**src/rtl/lsm_pkg.sv**
```systemverilog
package lsm_pkg;

  localparam int COORD_W     = 16;
  localparam int DIST_W      = 16;
  localparam int NUM_ANCH    = 4;
  localparam int NUM_ROWS    = NUM_ANCH - 1;
  localparam int SQ_W        = 2 * DIST_W;
  localparam int DD_W        = SQ_W + 1;
  localparam int AX_W        = COORD_W + 1;
  localparam int CSQ_W       = 2 * COORD_W;
  localparam int BB_W        = 35;
  localparam int PM_W        = 2 * AX_W;
  localparam int PG_W        = AX_W + BB_W;
  localparam int M_W         = 35;
  localparam int G_W         = 52;
  localparam int MUL_A_W     = 52;
  localparam int MUL_B_W     = 35;
  localparam int MUL_A_LO    = 26;
  localparam int MUL_B_LO    = 18;
  localparam int PROD_W      = MUL_A_W + MUL_B_W;
  localparam int DIV_W       = 96;
  localparam int QUO_W       = 25;
  localparam int POS_W       = 24;
  localparam int CFG_IDX_W   = 4;
  localparam int CFG_DATA_W  = 16;
  localparam int QUEUE_DEPTH = 2;
  localparam int QPTR_W      = 1;
  localparam int QCNT_W      = 2;

  localparam logic [QUO_W-1:0] POS_LIM_POS = QUO_W'(2 ** (POS_W - 1) - 1);
  localparam logic [QUO_W-1:0] POS_LIM_NEG = QUO_W'(2 ** (POS_W - 1));

  typedef struct packed {
    logic signed [COORD_W-1:0] x;
    logic signed [COORD_W-1:0] y;
  } point_t;

  typedef point_t [NUM_ANCH-1:0] anchors_t;

  localparam anchors_t ANCHOR_RESET = {
    point_t'{16'sd0,   16'sd256},
    point_t'{16'sd0,   16'sd0},
    point_t'{16'sd384, 16'sd0},
    point_t'{16'sd384, 16'sd256}
  };

  typedef logic [DD_W-1:0] dd_t;
  typedef dd_t [NUM_ROWS-1:0] dd_vec_t;

  typedef struct packed {
    logic singular;
    logic neg;
  } side_t;

  typedef struct packed {
    logic signed [POS_W-1:0] pos_x;
    logic signed [POS_W-1:0] pos_y;
    logic                    singular;
    logic                    saturated;
  } result_t;

  typedef enum logic [CFG_IDX_W-1:0] {
    REG_A1_X = 4'd0,
    REG_A1_Y = 4'd1,
    REG_A2_X = 4'd2,
    REG_A2_Y = 4'd3,
    REG_A3_X = 4'd4,
    REG_A3_Y = 4'd5,
    REG_A4_X = 4'd6,
    REG_A4_Y = 4'd7
  } cfg_reg_e;

endpackage

```
**src/rtl/lsm_front.sv**
```systemverilog
module lsm_front (
  input  logic                          clk_i,
  input  logic                          rst_ni,
  input  logic                          start_i,
  input  logic [lsm_pkg::DIST_W-1:0]    dist_one_i,
  input  logic [lsm_pkg::DIST_W-1:0]    dist_two_i,
  input  logic [lsm_pkg::DIST_W-1:0]    dist_three_i,
  input  logic [lsm_pkg::DIST_W-1:0]    dist_four_i,
  input  logic                          full_i,
  output logic                          busy_o,
  output logic                          push_o,
  output lsm_pkg::dd_vec_t              dd_o
);
  import lsm_pkg::*;

  logic [SQ_W-1:0] sq1, sq2, sq3, sq4;
  logic            accept;
  logic            v_q, v_d;
  dd_vec_t         dd_q;

  assign sq1 = dist_one_i * dist_one_i;
  assign sq2 = dist_two_i * dist_two_i;
  assign sq3 = dist_three_i * dist_three_i;
  assign sq4 = dist_four_i * dist_four_i;

  assign push_o = v_q && !full_i;
  assign busy_o = v_q && full_i;
  assign accept = start_i && !busy_o;

  always_comb begin
    v_d = v_q;
    if (accept) begin
      v_d = 1'b1;
    end else if (push_o) begin
      v_d = 1'b0;
    end
  end

  always_ff @(posedge clk_i or negedge rst_ni) begin
    if (!rst_ni) begin
      v_q <= 1'b0;
    end else begin
      v_q <= v_d;
    end
  end

  // Each row only needs the difference of squared distances.
  always_ff @(posedge clk_i) begin
    if (accept) begin
      dd_q[0] <= {1'b0, sq1} - {1'b0, sq2};
      dd_q[1] <= {1'b0, sq1} - {1'b0, sq3};
      dd_q[2] <= {1'b0, sq1} - {1'b0, sq4};
    end
  end

  assign dd_o = dd_q;

endmodule

```
**config.mk**
```make
export PLATFORM = sky130hd
export DESIGN_NAME = lsm_front
export DESIGN_NICKNAME = d
export VERILOG_FILES = /design/src/rtl/lsm_pkg.sv /design/src/rtl/lsm_front.sv
export SDC_FILE = /design/constraint.sdc
export NUM_CORES = 2
export LEC_CHECK = 0
export BUFFER_PORTS_ARGS = -buffer_cell sky130_fd_sc_hd__buf_2
export CORE_MARGIN = 2
export CORE_UTILIZATION = 38
export DETAILED_ROUTE_END_ITERATION = 12
export PLACE_DENSITY = 0.63
export SLEW_MARGIN = 20
export SYNTH_ARGS = -nofsm -noshare
export SYNTH_HDL_FRONTEND = slang
export SYNTH_SLANG_ARGS = --single-unit
```
**constraint.sdc**
```tcl
create_clock -name clk_i -period 17.52 [get_ports clk_i]
set_clock_uncertainty 0.15 [all_clocks]
set_input_delay 1.752 -clock clk_i [delete_from_list [all_inputs] [get_ports clk_i]]
set_output_delay 1.752 -clock clk_i [all_outputs]
set_load 0.05 [all_outputs]
```
# Word-level counts from Yosys, hierarchy flattened
# Cells that the tools add are included.
# word_totals
input_bits	68
word_cells	19
output_inout_bits	101
register_bits	100
# classes
n_reduce_logical	6
addsub	3
mul	4
muxes	2
# op_table
cell	n
$mul A16 B16 Y32	4
$sub A32 B32 Y33	3
$logic_and A1 B1 Y1	3
$logic_not A1 Y1	2
$mux W1	2
$reduce_bool A2 Y1	1

# Depth between registers and ports, before layout
# logic_depth
ltp_word	4
mapped_depth	39
ltp_nobuf	37

# Worst setup path after synthesis
# Ideal clock, no wire load.
# synth_timing
kind	input -> register
start	input dist_one_i[1] in the netlist's numbering
end	register dd_q (netlist bit dd_o[30]) (data pin)
slack_ns	6.429
setup_ns	0.285
stages	30
arrival_time_ns	10.656
n_path_buf	3
t_required_ns	17.085
path_cell_list	clkbuf_1 > clkbuf_1 > nand2_1 > fa_1 > inv_1 > fa_1 > fa_1 > fa_1 > fa_1 > fa_1 > ha_1 > a21oi_1 > o21ai_0 > o41a_1 > a221o_1 > a21oi_1 > xor2_1 > ha_1 > fa_1 > fa_1 > fa_1 > inv_1 > ha_1 > clkbuf_1 > a21o_1 > a21o_1 > or3_1 > a311o_1 > a311oi_1 > o311ai_0
# synth_via
elab_chain_len	2
# synth_rtl
item	line	rtl
from (decl)	lsm_front.sv:5	input logic [lsm_pkg::DIST_W-1:0] dist_one_i,
$mul A16 B16 Y32	lsm_front.sv:21	assign sq1 = dist_one_i * dist_one_i;
$sub A32 B32 Y33	lsm_front.sv:50	dd_q[0] <= {1'b0, sq1} - {1'b0, sq2};
to (decl)	lsm_front.sv:19	dd_vec_t dd_q;
# No other way between the ends.
# A chain may end at the register's enable or synchronous reset.

# Worst setup path in the final report
# layout_timing
start	input dist_one_i[0] in the netlist's numbering
end	register dd_q (netlist bit dd_o[96]) (data pin)
# layout_via
elab_chain_len	2
# layout_rtl
item	line	rtl
$mul A16 B16 Y32	lsm_front.sv:21	
$sub A32 B32 Y33	lsm_front.sv:52	dd_q[2] <= {1'b0, sq1} - {1'b0, sq4};
# No other way between the ends.

==> results.ini <==
[run_status]
outcome = finished clean

[synthesis]
synth_cell_type_count = 65
synth-seq-area-share = 0.0847
yosys-top-cells-area = fa_1 44%, ha_1 15%, inv_1 11%
synth_warnings = 0
synth-main-ff-cell = edfxtp_1
synth.avg_cell_area_um2 = 9.55
netlist.area_leader.share = 0.440
async_reset_ff_frac = 0.0100
synthCells = 3709
synth_area_um2 = 35400
synthesis.nets = 4972
yosysTopAreaCell = fa_1
synth_edf_count = 99
ys_seq_elements = 100

[job]
max-cap-violations = 0

[grt]
grt_pass1_wl_mm = 141
grt_antenna_before_repair = 4
grt_start_max_net_pins = 61
overflow = 0
grt_pass1_vias = 26585
grt.total_usage = 0.191

[clocking]
cts_hold_buf = 0
cts_tree = done
cts_sinks = 100
cts_made_buffers = 9
post_cts_buffers = 0
cts-htree-levels = 3
clk_latency_ns = 0.39
clk_pin_slew_ns = 0.09
clk_path_buf_depth = 2
cts-resized-gates = 0
clockRootBuffer = clkbuf_16

[finish]
area_growth_pct = 7.07
instances_no_fill = 5061
nNetsFinal = 5073
layout_commonest_cell = inv_1
final_cell_mix = 1015 x inv_1, 778 x fa_1, 417 x ha_1
drive_gt1_frac = 0.0587

[worst_setup_path]
setup.worst_path.start = dist_one_i[0]
cp_max_fo = 16
slowest_delay_ns = 0.64
r2r_cells = 3
critPathLaunchType = input port
worst_path_max_delay_cell = clkinv_1
criticalPathCategory = input port to flop
reg2reg_from = v_q$_DFFE_PN0P_
reg2reg_to = dd_o[26]$_DFFE_PP_
cp_data_required_time_ns = 17.54
crit_arrival_ns = 11.87
cp-end-kind = flop
r2r_slack_ns = 15.30

[worst_hold_path]
hold_end = v_q$_DFFE_PN0P_
whs_path_depth = 2
hold_start = v_q$_DFFE_PN0P_
hold_path.class = flop to flop

[detailed_routing]
drt_first_pass_iters = 7
routedWlPerCell_um = 17.0
drcViolationCount = 0
vias = 24387
post_drt_via_cell_ratio = 4.82
drt_iter0_drc = 1292
postRouteAntennaNets = 0
wl_mm = 86.1

[placed_design]
io_buffers = 168
dp.final_hpwl_mm = 73.6
globalplace.congestion = 0.901
dp_cells = 5042

[floorplanning]
dieArea_um2 = 95600
die_height_um = 309
io-pin-count = 169
rows = 111
start_util = 0.385
dieWidth_um = 309
coreArea_um2 = 91900

[sta]
fin_crit_sh = 0.677
finalSetupTns_ns = 0
final-max-slew-violation-count = 0
layout_min_cycle_time_ns = 11.85
hold_viol = 0
setup_violations = 0
rsz0062_at_grt = false
fmax_mhz = 84.4
slew_headroom = 0.291
worst_pin_slew_ns = 1.06

==> through the flow <==
stage | setup slack, ns | util | hold slack, ns | cell area (µm²)
floorplan | 6.43 | - | 0.835 | 35400
global placement | 5.42 | 0.409 | 0.515 | 37600
detailed placement | 5.25 | 0.409 | 0.529 | 37600
CTS | 5.70 | 0.412 | 0.550 | 37900
global route | 5.23 | 0.412 | 0.596 | 37900
finish | 5.67 | 0.412 | 0.536 | 37900
==> final cells by class <==
class | count | area (µm²)
Sequential cell | 100 | 3000
Clock buffer | 10 | 229
Fill cell | 9163 | 54000
Tap cell | 1243 | 1560
Multi-Input combinational cell | 2502 | 28300
Clock inverter | 6 | 80.1
Inverter | 1016 | 3810
Timing Repair Buffer | 181 | 938
Antenna cell | 3 | 7.51
==> cells in the mapped netlist (12+ instances only) <==
cell	number
a21oi_1	115
a31oi_1	16
nor2_1	112
xor2_1	55
o21ai_0	64
nand3_1	24
edfxtp_1	99
inv_1	1015
o21a_1	12
and2_1	206
nand2b_1	12
nor2b_1	38
nand2_1	339
a21o_1	50
and3_1	12
nor3_1	15
nand4_1	16
clkbuf_1	86
ha_1	417
xnor2_1	97
fa_1	778
==> worst max-delay path, delay by kind of cell <==
kind	cells	cell delay, ns
adders and majority gates	12	4.81
AOI/OAI and AO/OA	6	2.03
buffers and inverters	10	1.55
and+or+nand+nor	3	0.97
xor gates and xnor gates	2	0.71
==> state kept, by name, indices dropped and copies added, names as in the netlist <==
register,flops
dd_o,99
v_q,1
==> layer usage <==
metal,share of wire,vias to the layer above,GRT usage,wire length [µm]
li1,-,11393,-,-
met1,0.42,12370,0.246,36200
met2,0.50,527,0.331,42800
met3,0.047,95,0.0227,4030
met4,0.035,2,0.0666,3000
met5,0.00010,-,0,9
==> cells by family after synthesis <==
logic type | synth area share
compound gates | 0.0631
xor+xnor | 0.0376
fa+ha+maj | 0.587
buf+inv | 0.117
flops | 0.0847
mux | 0.00120
simple gates | 0.109
==> worst max-delay path by stage <==
| stage | endpoint | cells past startpoint |
|---|---|---|
| after floorplan | dd_o[30]$_DFFE_PP_ | 30 |
| after global placement | dd_o[96]$_DFFE_PP_ | 33 |
| after detailed placement | dd_o[96]$_DFFE_PP_ | 33 |
| after CTS | dd_o[96]$_DFFE_PP_ | 33 |
| after global routing | dd_o[96]$_DFFE_PP_ | 33 |
| final | dd_o[96]$_DFFE_PP_ | 33 |
Power is left out: the tool's default activity adds up to more than one toggle a clock period on the data nets, which glitch-free logic cannot reach.
