### src/rtl/lsm_pkg.sv
package lsm_pkg;

  localparam int COORD_W     = 16;
  localparam int DIST_W      = 16;
  localparam int NUM_ANCH    = 4;
  localparam int NUM_ROWS    = NUM_ANCH - 1;
  localparam int SQ_W        = 2 * DIST_W;
  localparam int DD_W        = SQ_W + 1;
  localparam int AX_W        = COORD_W + 1;
  localparam int CSQ_W       = 2 * COORD_W;
  localparam int BB_W        = 35;
  localparam int PM_W        = 2 * AX_W;
  localparam int PG_W        = AX_W + BB_W;
  localparam int M_W         = 35;
  localparam int G_W         = 52;
  localparam int MUL_A_W     = 52;
  localparam int MUL_B_W     = 35;
  localparam int MUL_A_LO    = 26;
  localparam int MUL_B_LO    = 18;
  localparam int PROD_W      = MUL_A_W + MUL_B_W;
  localparam int DIV_W       = 96;
  localparam int QUO_W       = 25;
  localparam int POS_W       = 24;
  localparam int CFG_IDX_W   = 4;
  localparam int CFG_DATA_W  = 16;
  localparam int QUEUE_DEPTH = 2;
  localparam int QPTR_W      = 1;
  localparam int QCNT_W      = 2;

  localparam logic [QUO_W-1:0] POS_LIM_POS = QUO_W'(2 ** (POS_W - 1) - 1);
  localparam logic [QUO_W-1:0] POS_LIM_NEG = QUO_W'(2 ** (POS_W - 1));

  typedef struct packed {
    logic signed [COORD_W-1:0] x;
    logic signed [COORD_W-1:0] y;
  } point_t;

  typedef point_t [NUM_ANCH-1:0] anchors_t;

  localparam anchors_t ANCHOR_RESET = {
    point_t'{16'sd0,   16'sd256},
    point_t'{16'sd0,   16'sd0},
    point_t'{16'sd384, 16'sd0},
    point_t'{16'sd384, 16'sd256}
  };

  typedef logic [DD_W-1:0] dd_t;
  typedef dd_t [NUM_ROWS-1:0] dd_vec_t;

  typedef struct packed {
    logic singular;
    logic neg;
  } side_t;

  typedef struct packed {
    logic signed [POS_W-1:0] pos_x;
    logic signed [POS_W-1:0] pos_y;
    logic                    singular;
    logic                    saturated;
  } result_t;

  typedef enum logic [CFG_IDX_W-1:0] {
    REG_A1_X = 4'd0,
    REG_A1_Y = 4'd1,
    REG_A2_X = 4'd2,
    REG_A2_Y = 4'd3,
    REG_A3_X = 4'd4,
    REG_A3_Y = 4'd5,
    REG_A4_X = 4'd6,
    REG_A4_Y = 4'd7
  } cfg_reg_e;

endpackage

### src/rtl/lsm_queue.sv
module lsm_queue (
  input  logic             clk_i,
  input  logic             rst_ni,
  input  logic             push_i,
  input  lsm_pkg::dd_vec_t data_i,
  input  logic             pop_i,
  output logic             full_o,
  output logic             valid_o,
  output lsm_pkg::dd_vec_t data_o
);
  import lsm_pkg::*;

  dd_vec_t            mem_q [QUEUE_DEPTH];
  logic [QPTR_W-1:0]  wr_ptr_q;
  logic [QPTR_W-1:0]  rd_ptr_q;
  logic [QCNT_W-1:0]  cnt_q;
  logic               do_pop;

  assign full_o  = cnt_q == QCNT_W'(QUEUE_DEPTH);
  assign valid_o = cnt_q != '0;
  assign do_pop  = pop_i && valid_o;
  assign data_o  = mem_q[rd_ptr_q];

  always_ff @(posedge clk_i or negedge rst_ni) begin
    if (!rst_ni) begin
      wr_ptr_q <= '0;
      rd_ptr_q <= '0;
      cnt_q    <= '0;
    end else begin
      if (push_i) begin
        wr_ptr_q <= wr_ptr_q + 1'b1;
      end
      if (do_pop) begin
        rd_ptr_q <= rd_ptr_q + 1'b1;
      end
      if (push_i && !do_pop) begin
        cnt_q <= cnt_q + 1'b1;
      end else if (do_pop && !push_i) begin
        cnt_q <= cnt_q - 1'b1;
      end
    end
  end

  always_ff @(posedge clk_i) begin
    if (push_i) begin
      mem_q[wr_ptr_q] <= data_i;
    end
  end

endmodule

### config.mk
export PLATFORM = sky130hd
export DESIGN_NAME = lsm_queue
export DESIGN_NICKNAME = d
export VERILOG_FILES = /design/src/rtl/lsm_pkg.sv /design/src/rtl/lsm_queue.sv
export SDC_FILE = /design/constraint.sdc
export NUM_CORES = 1
export LEC_CHECK = 0
export BUFFER_PORTS_ARGS = -buffer_cell sky130_fd_sc_hd__buf_2
export CELL_PAD_IN_SITES_DETAIL_PLACEMENT = 0
export CELL_PAD_IN_SITES_GLOBAL_PLACEMENT = 1
export CORE_MARGIN = 10
export CORE_UTILIZATION = 37
export CTS_CLUSTER_DIAMETER = 150
export DETAILED_ROUTE_END_ITERATION = 16
export GPL_TIMING_DRIVEN = 1
export PLACE_DENSITY_LB_ADDON = 0.05
export SLEW_MARGIN = 0
export SYNTH_ARGS = -nofsm -noshare
export SYNTH_HDL_FRONTEND = slang
export SYNTH_SLANG_ARGS = --single-unit
### constraint.sdc
create_clock -name clk_i -period 4.9 [get_ports clk_i]
set_input_delay 0.98 -clock clk_i [delete_from_list [all_inputs] [get_ports clk_i]]
set_output_delay 0.98 -clock clk_i [all_outputs]
set_load 0.05 [all_outputs]
# After elaboration in Yosys (flattened, before gate mapping)

Memory sizes are Yosys's and may differ from the RTL's.
Cells that the tools add are included.

Output and inout port bits: 101
Bits in registers: 4
Memories: 1
Bits of input ports: 103
RAM bits: 198

Muxes and demuxes: 4
Eq/ne operators: 1
Reduce and logical (&&, ||, !) cells: 7
Add/subtract/negate cells: 4

Memory list:

| memory | depth | bits a word | read ports | clocked after Yosys merged registers in | wr ports | line            | RTL |
|---|---|---|---|---|---|---|---|
| mem_q  | 2     | 99          | 1          | 0                                       | 1        | lsm_queue.sv:13 | `dd_vec_t mem_q [QUEUE_DEPTH];` |

Operator list:

| cell                                                               | count |
|---|---|
| 2-bit two-way mux                                                  | 2 |
| 2-bit nonzero test                                                 | 2 |
| 1-bit logical AND                                                  | 3 |
| 1-bit adder, second input constant                                 | 2 |
| 2-bit by 1-bit adder with 2-bit output, second input constant      | 1 |
| 2-bit == test, second input constant                               | 1 |
| 1-bit zero test                                                    | 2 |
| 1-bit two-way mux                                                  | 2 |
| 2-bit by 1-bit subtractor with 2-bit output, second input constant | 1 |

# Logic depth before layout (Yosys ltp)

Depth after elaboration: 5
Mapped depth: 6
Depth with buffers taken out: 6

# Worst setup path before layout

No wires, ideal clock.

Path type: input -> register
Start point: input push_i
End point: memory mem_q[0][0] (netlist name), enable pin
Arrival: 5.289 ns
Cell stages on the path: 1
Setup slack: -0.959 ns
Setup time: 0.569 ns
Cells stage by stage: nor2b_1

Longest elaborated chain between the ends: 2

RTL lines:

| what                                    | line            | RTL |
|---|---|---|
| start: declaration                      | lsm_queue.sv:4  | `input logic push_i,` |
| 1-bit two-way mux                       | lsm_queue.sv:45 | `if (push_i) begin` |
| 1-bit two-way mux (not written as such) | lsm_queue.sv:46 | `mem_q[wr_ptr_q] <= data_i;` |
| end: declaration                        | lsm_queue.sv:13 |  |

No other way between the ends.

==> results.txt <==
* Ratio of cells with drive above 1 in the final layout: 60.4%
* Number of antenna violations at the first check in global routing: 3
- The run finished with clean final reports.
- Among all stages on the critical path, the largest delay is contributed by sky130_fd_sc_hd__dfrtp_4.
- Leakage Power: 0.00393 µW
- Relative slew slack: 35.3%
- The max-slew violation count came to 0.
* Layout Area Growth over Synthesis: 24.4%
- Dividing the detail-routed via count by the number of cells gives 4.45.
* Cell types occupying the most area after synthesis: sky130_fd_sc_hd__edfxtp_1 76%, sky130_fd_sc_hd__mux2_4 19%, sky130_fd_sc_hd__buf_12 2.6%
- Hold bufs inserted after CTS: 0
- Largest net degree at the start of global routing: 73
- Number of ports placed on the die boundary: 204
- VDD sags by at most 0.394 mV.
- The count of nets left with antenna violations once routing finished came out at 0.
* Post-synthesis sequential area ratio: 77.2%
- Residual DRC: 0
* H-tree Lvls: 1
- Horizontal die dimension: 165 µm
- Number of enable flip-flop cells after synthesis: 198
- Dividing the detail-routed wire length by the instance count gives 19.2 µm.
* Detail Placement HPWL: 10,900 µm
- Setup repair after global routing left no endpoint under its margin.
* Netlist cell types: 13
- The core region is 21,000 µm².
- The die covers 27,400 µm².
- Clock slew at reported path FFs: 50 ps
* Maximum clock insertion buffer count: 3
- Share of synthesized flip-flops with an asynchronous set or reset: 1.98%
- Cell taking the most area after synthesis: sky130_fd_sc_hd__edfxtp_1
* Post-Route WL: 16,000 µm
* Number of CTS-inserted buffers: 23
* Final Skew: 5.16 ps
* Vias in the first global route: 3,963
* Initial core utilization: 37.4%
- Setup violations remaining at the end of the flow were counted as 0.
- At the worst endpoint, the required time is 3920 ps.
- Area of the mapped netlist: 7830 µm²
- After layout, the design draws a total of 6840 µW.
* CTS tree: done
- The Yosys step of the flow raised 0 warnings.
- Buffers added to address setup during post-CTS repair amount to 0.
- After floorplanning, the core was divided into 53 placement rows.
- GR Util All Layers: 10.9%
- Post-synthesis cell count: 324
- Type of element capturing the critical path: output port
- Synthesized area per cell: 24.2 µm²
* Most repeated cell in the gate-level netlist after synthesis: sky130_fd_sc_hd__edfxtp_1
- Max-cap violations in this run came to 0.
- Total of cells resized after clock tree synthesis: 0
- Routed via count: 3,724
* Cells along the critical path: buf_12 > mux2_4 > buf_2
- DRT iter0 DRCs: 162
- Most used flip-flop cell after synthesis: sky130_fd_sc_hd__edfxtp_1
* Setup TNS: 0 ps
- Tightest Pin Transition: 971 ps
* Clock latency on the worst-skew pair: 490 ps
* Die height: 165 µm
- Share of the cycle needed by the critical path after routing: 71.9%
- The clock net in this run drives a total of 202 sinks.
* Library cell used as clock root buffer: sky130_fd_sc_hd__clkbuf_16
- Power spread over the standard cell area amounts to 702 nW/µm².
- Min Tclk post-route: 3520 ps
- Critical-path maximum fanout: 72
- Nets in the synthesized netlist: 428
* Critical path type: register to output port
- First-pass GRT wire length: 22,800 µm
* Largest delay share family, worst path: flip-flops
* CP startpoint kind: register
- At the worst endpoint, the arrival time is 2540 ps.
* Net total in the final layout: 650
- IO buf count: 203
- The total overflow left after global routing is 0.
* Placer Congestion: 0.697
- Worst path bufs/invs: 2
- Maximum single-stage delay on the critical path: 800 ps
- The worst hold path belongs to the class primary input to async pin.
- The hold violation total from the final report came to 0.
- Peak Freq: 0.284 GHz
* List of most frequent post-synthesis cells: 198 x sky130_fd_sc_hd__edfxtp_1, 99 x sky130_fd_sc_hd__mux2_4, 10 x sky130_fd_sc_hd__buf_12
- After synthesis the netlist holds a flip-flop and latch count of 202.
- Post-synth top area share: 75.9%
- The first detailed-routing pass took 4 iterations.
-- placed cells by master, fill, tap and decap left out --
master,synthesis,routed
sky130_fd_sc_hd__buf_2,0,203
sky130_fd_sc_hd__edfxtp_1,198,198
sky130_fd_sc_hd__mux2_4,99,99
sky130_fd_sc_hd__clkbuf_16,0,23
sky130_fd_sc_hd__clkinv_1,0,7
sky130_fd_sc_hd__clkbuf_1,0,4
sky130_fd_sc_hd__buf_4,0,4
sky130_fd_sc_hd__xor2_1,3,3
sky130_fd_sc_hd__dfrtp_1,4,3
sky130_fd_sc_hd__xnor2_1,2,2
sky130_fd_sc_hd__bufinv_16,0,2
sky130_fd_sc_hd__clkinv_2,0,2
sky130_fd_sc_hd__diode_2,0,1
sky130_fd_sc_hd__or2_1,1,1
sky130_fd_sc_hd__nand2_1,1,1
sky130_fd_sc_hd__nor2b_1,2,1
sky130_fd_sc_hd__and2_4,0,1
sky130_fd_sc_hd__nor2b_4,0,1
sky130_fd_sc_hd__nor2_1,1,1
sky130_fd_sc_hd__ha_1,1,1
sky130_fd_sc_hd__clkinv_4,0,1
sky130_fd_sc_hd__buf_12,10,1
sky130_fd_sc_hd__dfrtp_4,0,1
-- report_power, final --
group | internal, µW | switching [µW] | leakage [µW] | total (µW)
registers | 2300 | 151 | 0.00190 | 2450
clock network | 957 | 608 | 0.000339 | 1570
logic | 902 | 1920 | 0.00169 | 2820
total | 4160 | 2680 | 0.00393 | 6840
-- layer usage --
layer | global-route usage [%] | part of all wire, % | up-vias
li1 | - | - | 1733
met1 | 13.2 | 39 | 1820
met2 | 17.0 | 47 | 134
met3 | 5.18 | 11 | 33
met4 | 3.19 | 1.9 | 4
met5 | 0 | 0.17 | -
-- metrics by stage --
stage / hold WS (ps) / area [µm²] / std cells / setup slack (ps) / util (%)
2_1_floorplan: 448 / 7840 / 324 / 899 / -
3_3_place_gp: 474 / 9040 / 796 / 1930 / 43.2
3_5_place_dp: 481 / 9040 / 796 / 1920 / 43.2
4_1_cts: 271 / 9740 / 835 / 1390 / 46.5
5_1_grt: 274 / 9740 / 835 / 1300 / 46.5
6_report: 296 / 9740 / 836 / 1380 / 46.5
-- flip-flops by register name, summed over array words and instances, names as in the netlist --
register,count
cnt_q,2
mem_q,198
rd_ptr_q,1
wr_ptr_q,1
-- final timing paths --
kind                           from  slack [ps]  cells after the start           end
min in group clk_i         cnt_q[1]         490                      1      cnt_q[1]
hold reg to reg            cnt_q[1]         490                      1      cnt_q[1]
setup / recovery           rd_ptr_q        1380                      3    data_o[53]
max in group asynchronous    rst_ni        4460                      1      rd_ptr_q
hold / removal               rst_ni         300                      1      wr_ptr_q
setup reg to reg           wr_ptr_q        2850                      2  mem_q[1][38]
-- worst register-to-register path: cells and delay by family (launching register included) --
| kind | cells | cell delay [ps] |
|---|---|---|
| buf+inv | 1 | 510 |
| simple gates | 1 | 800 |
| flops | 1 | 410 |
-- kinds of logic (layout without fill, tap and decap cells) --
family / after synthesis / in the layout / share of synthesized area [%]
simple gates: 6 / 6 / 0.415
other cells: 0 / 1 / 0
buf+inv: 11 / 247 / 2.70
flops: 202 / 202 / 77.2
mux: 99 / 99 / 19.0
fa+ha+maj: 1 / 1 / 0.160
xor+xnor: 5 / 5 / 0.559
-- cell type report --
class                      count  area (µm²)
antenna                        1        2.50
clock buffer                  27         591
clock inverter                12         105
fill                        1865       11200
multi-input combinational    111        1590
sequential                   202        6050
tap                          275         344
timing repair buffer         208        1070
Power figures use the tool's default switching activity.
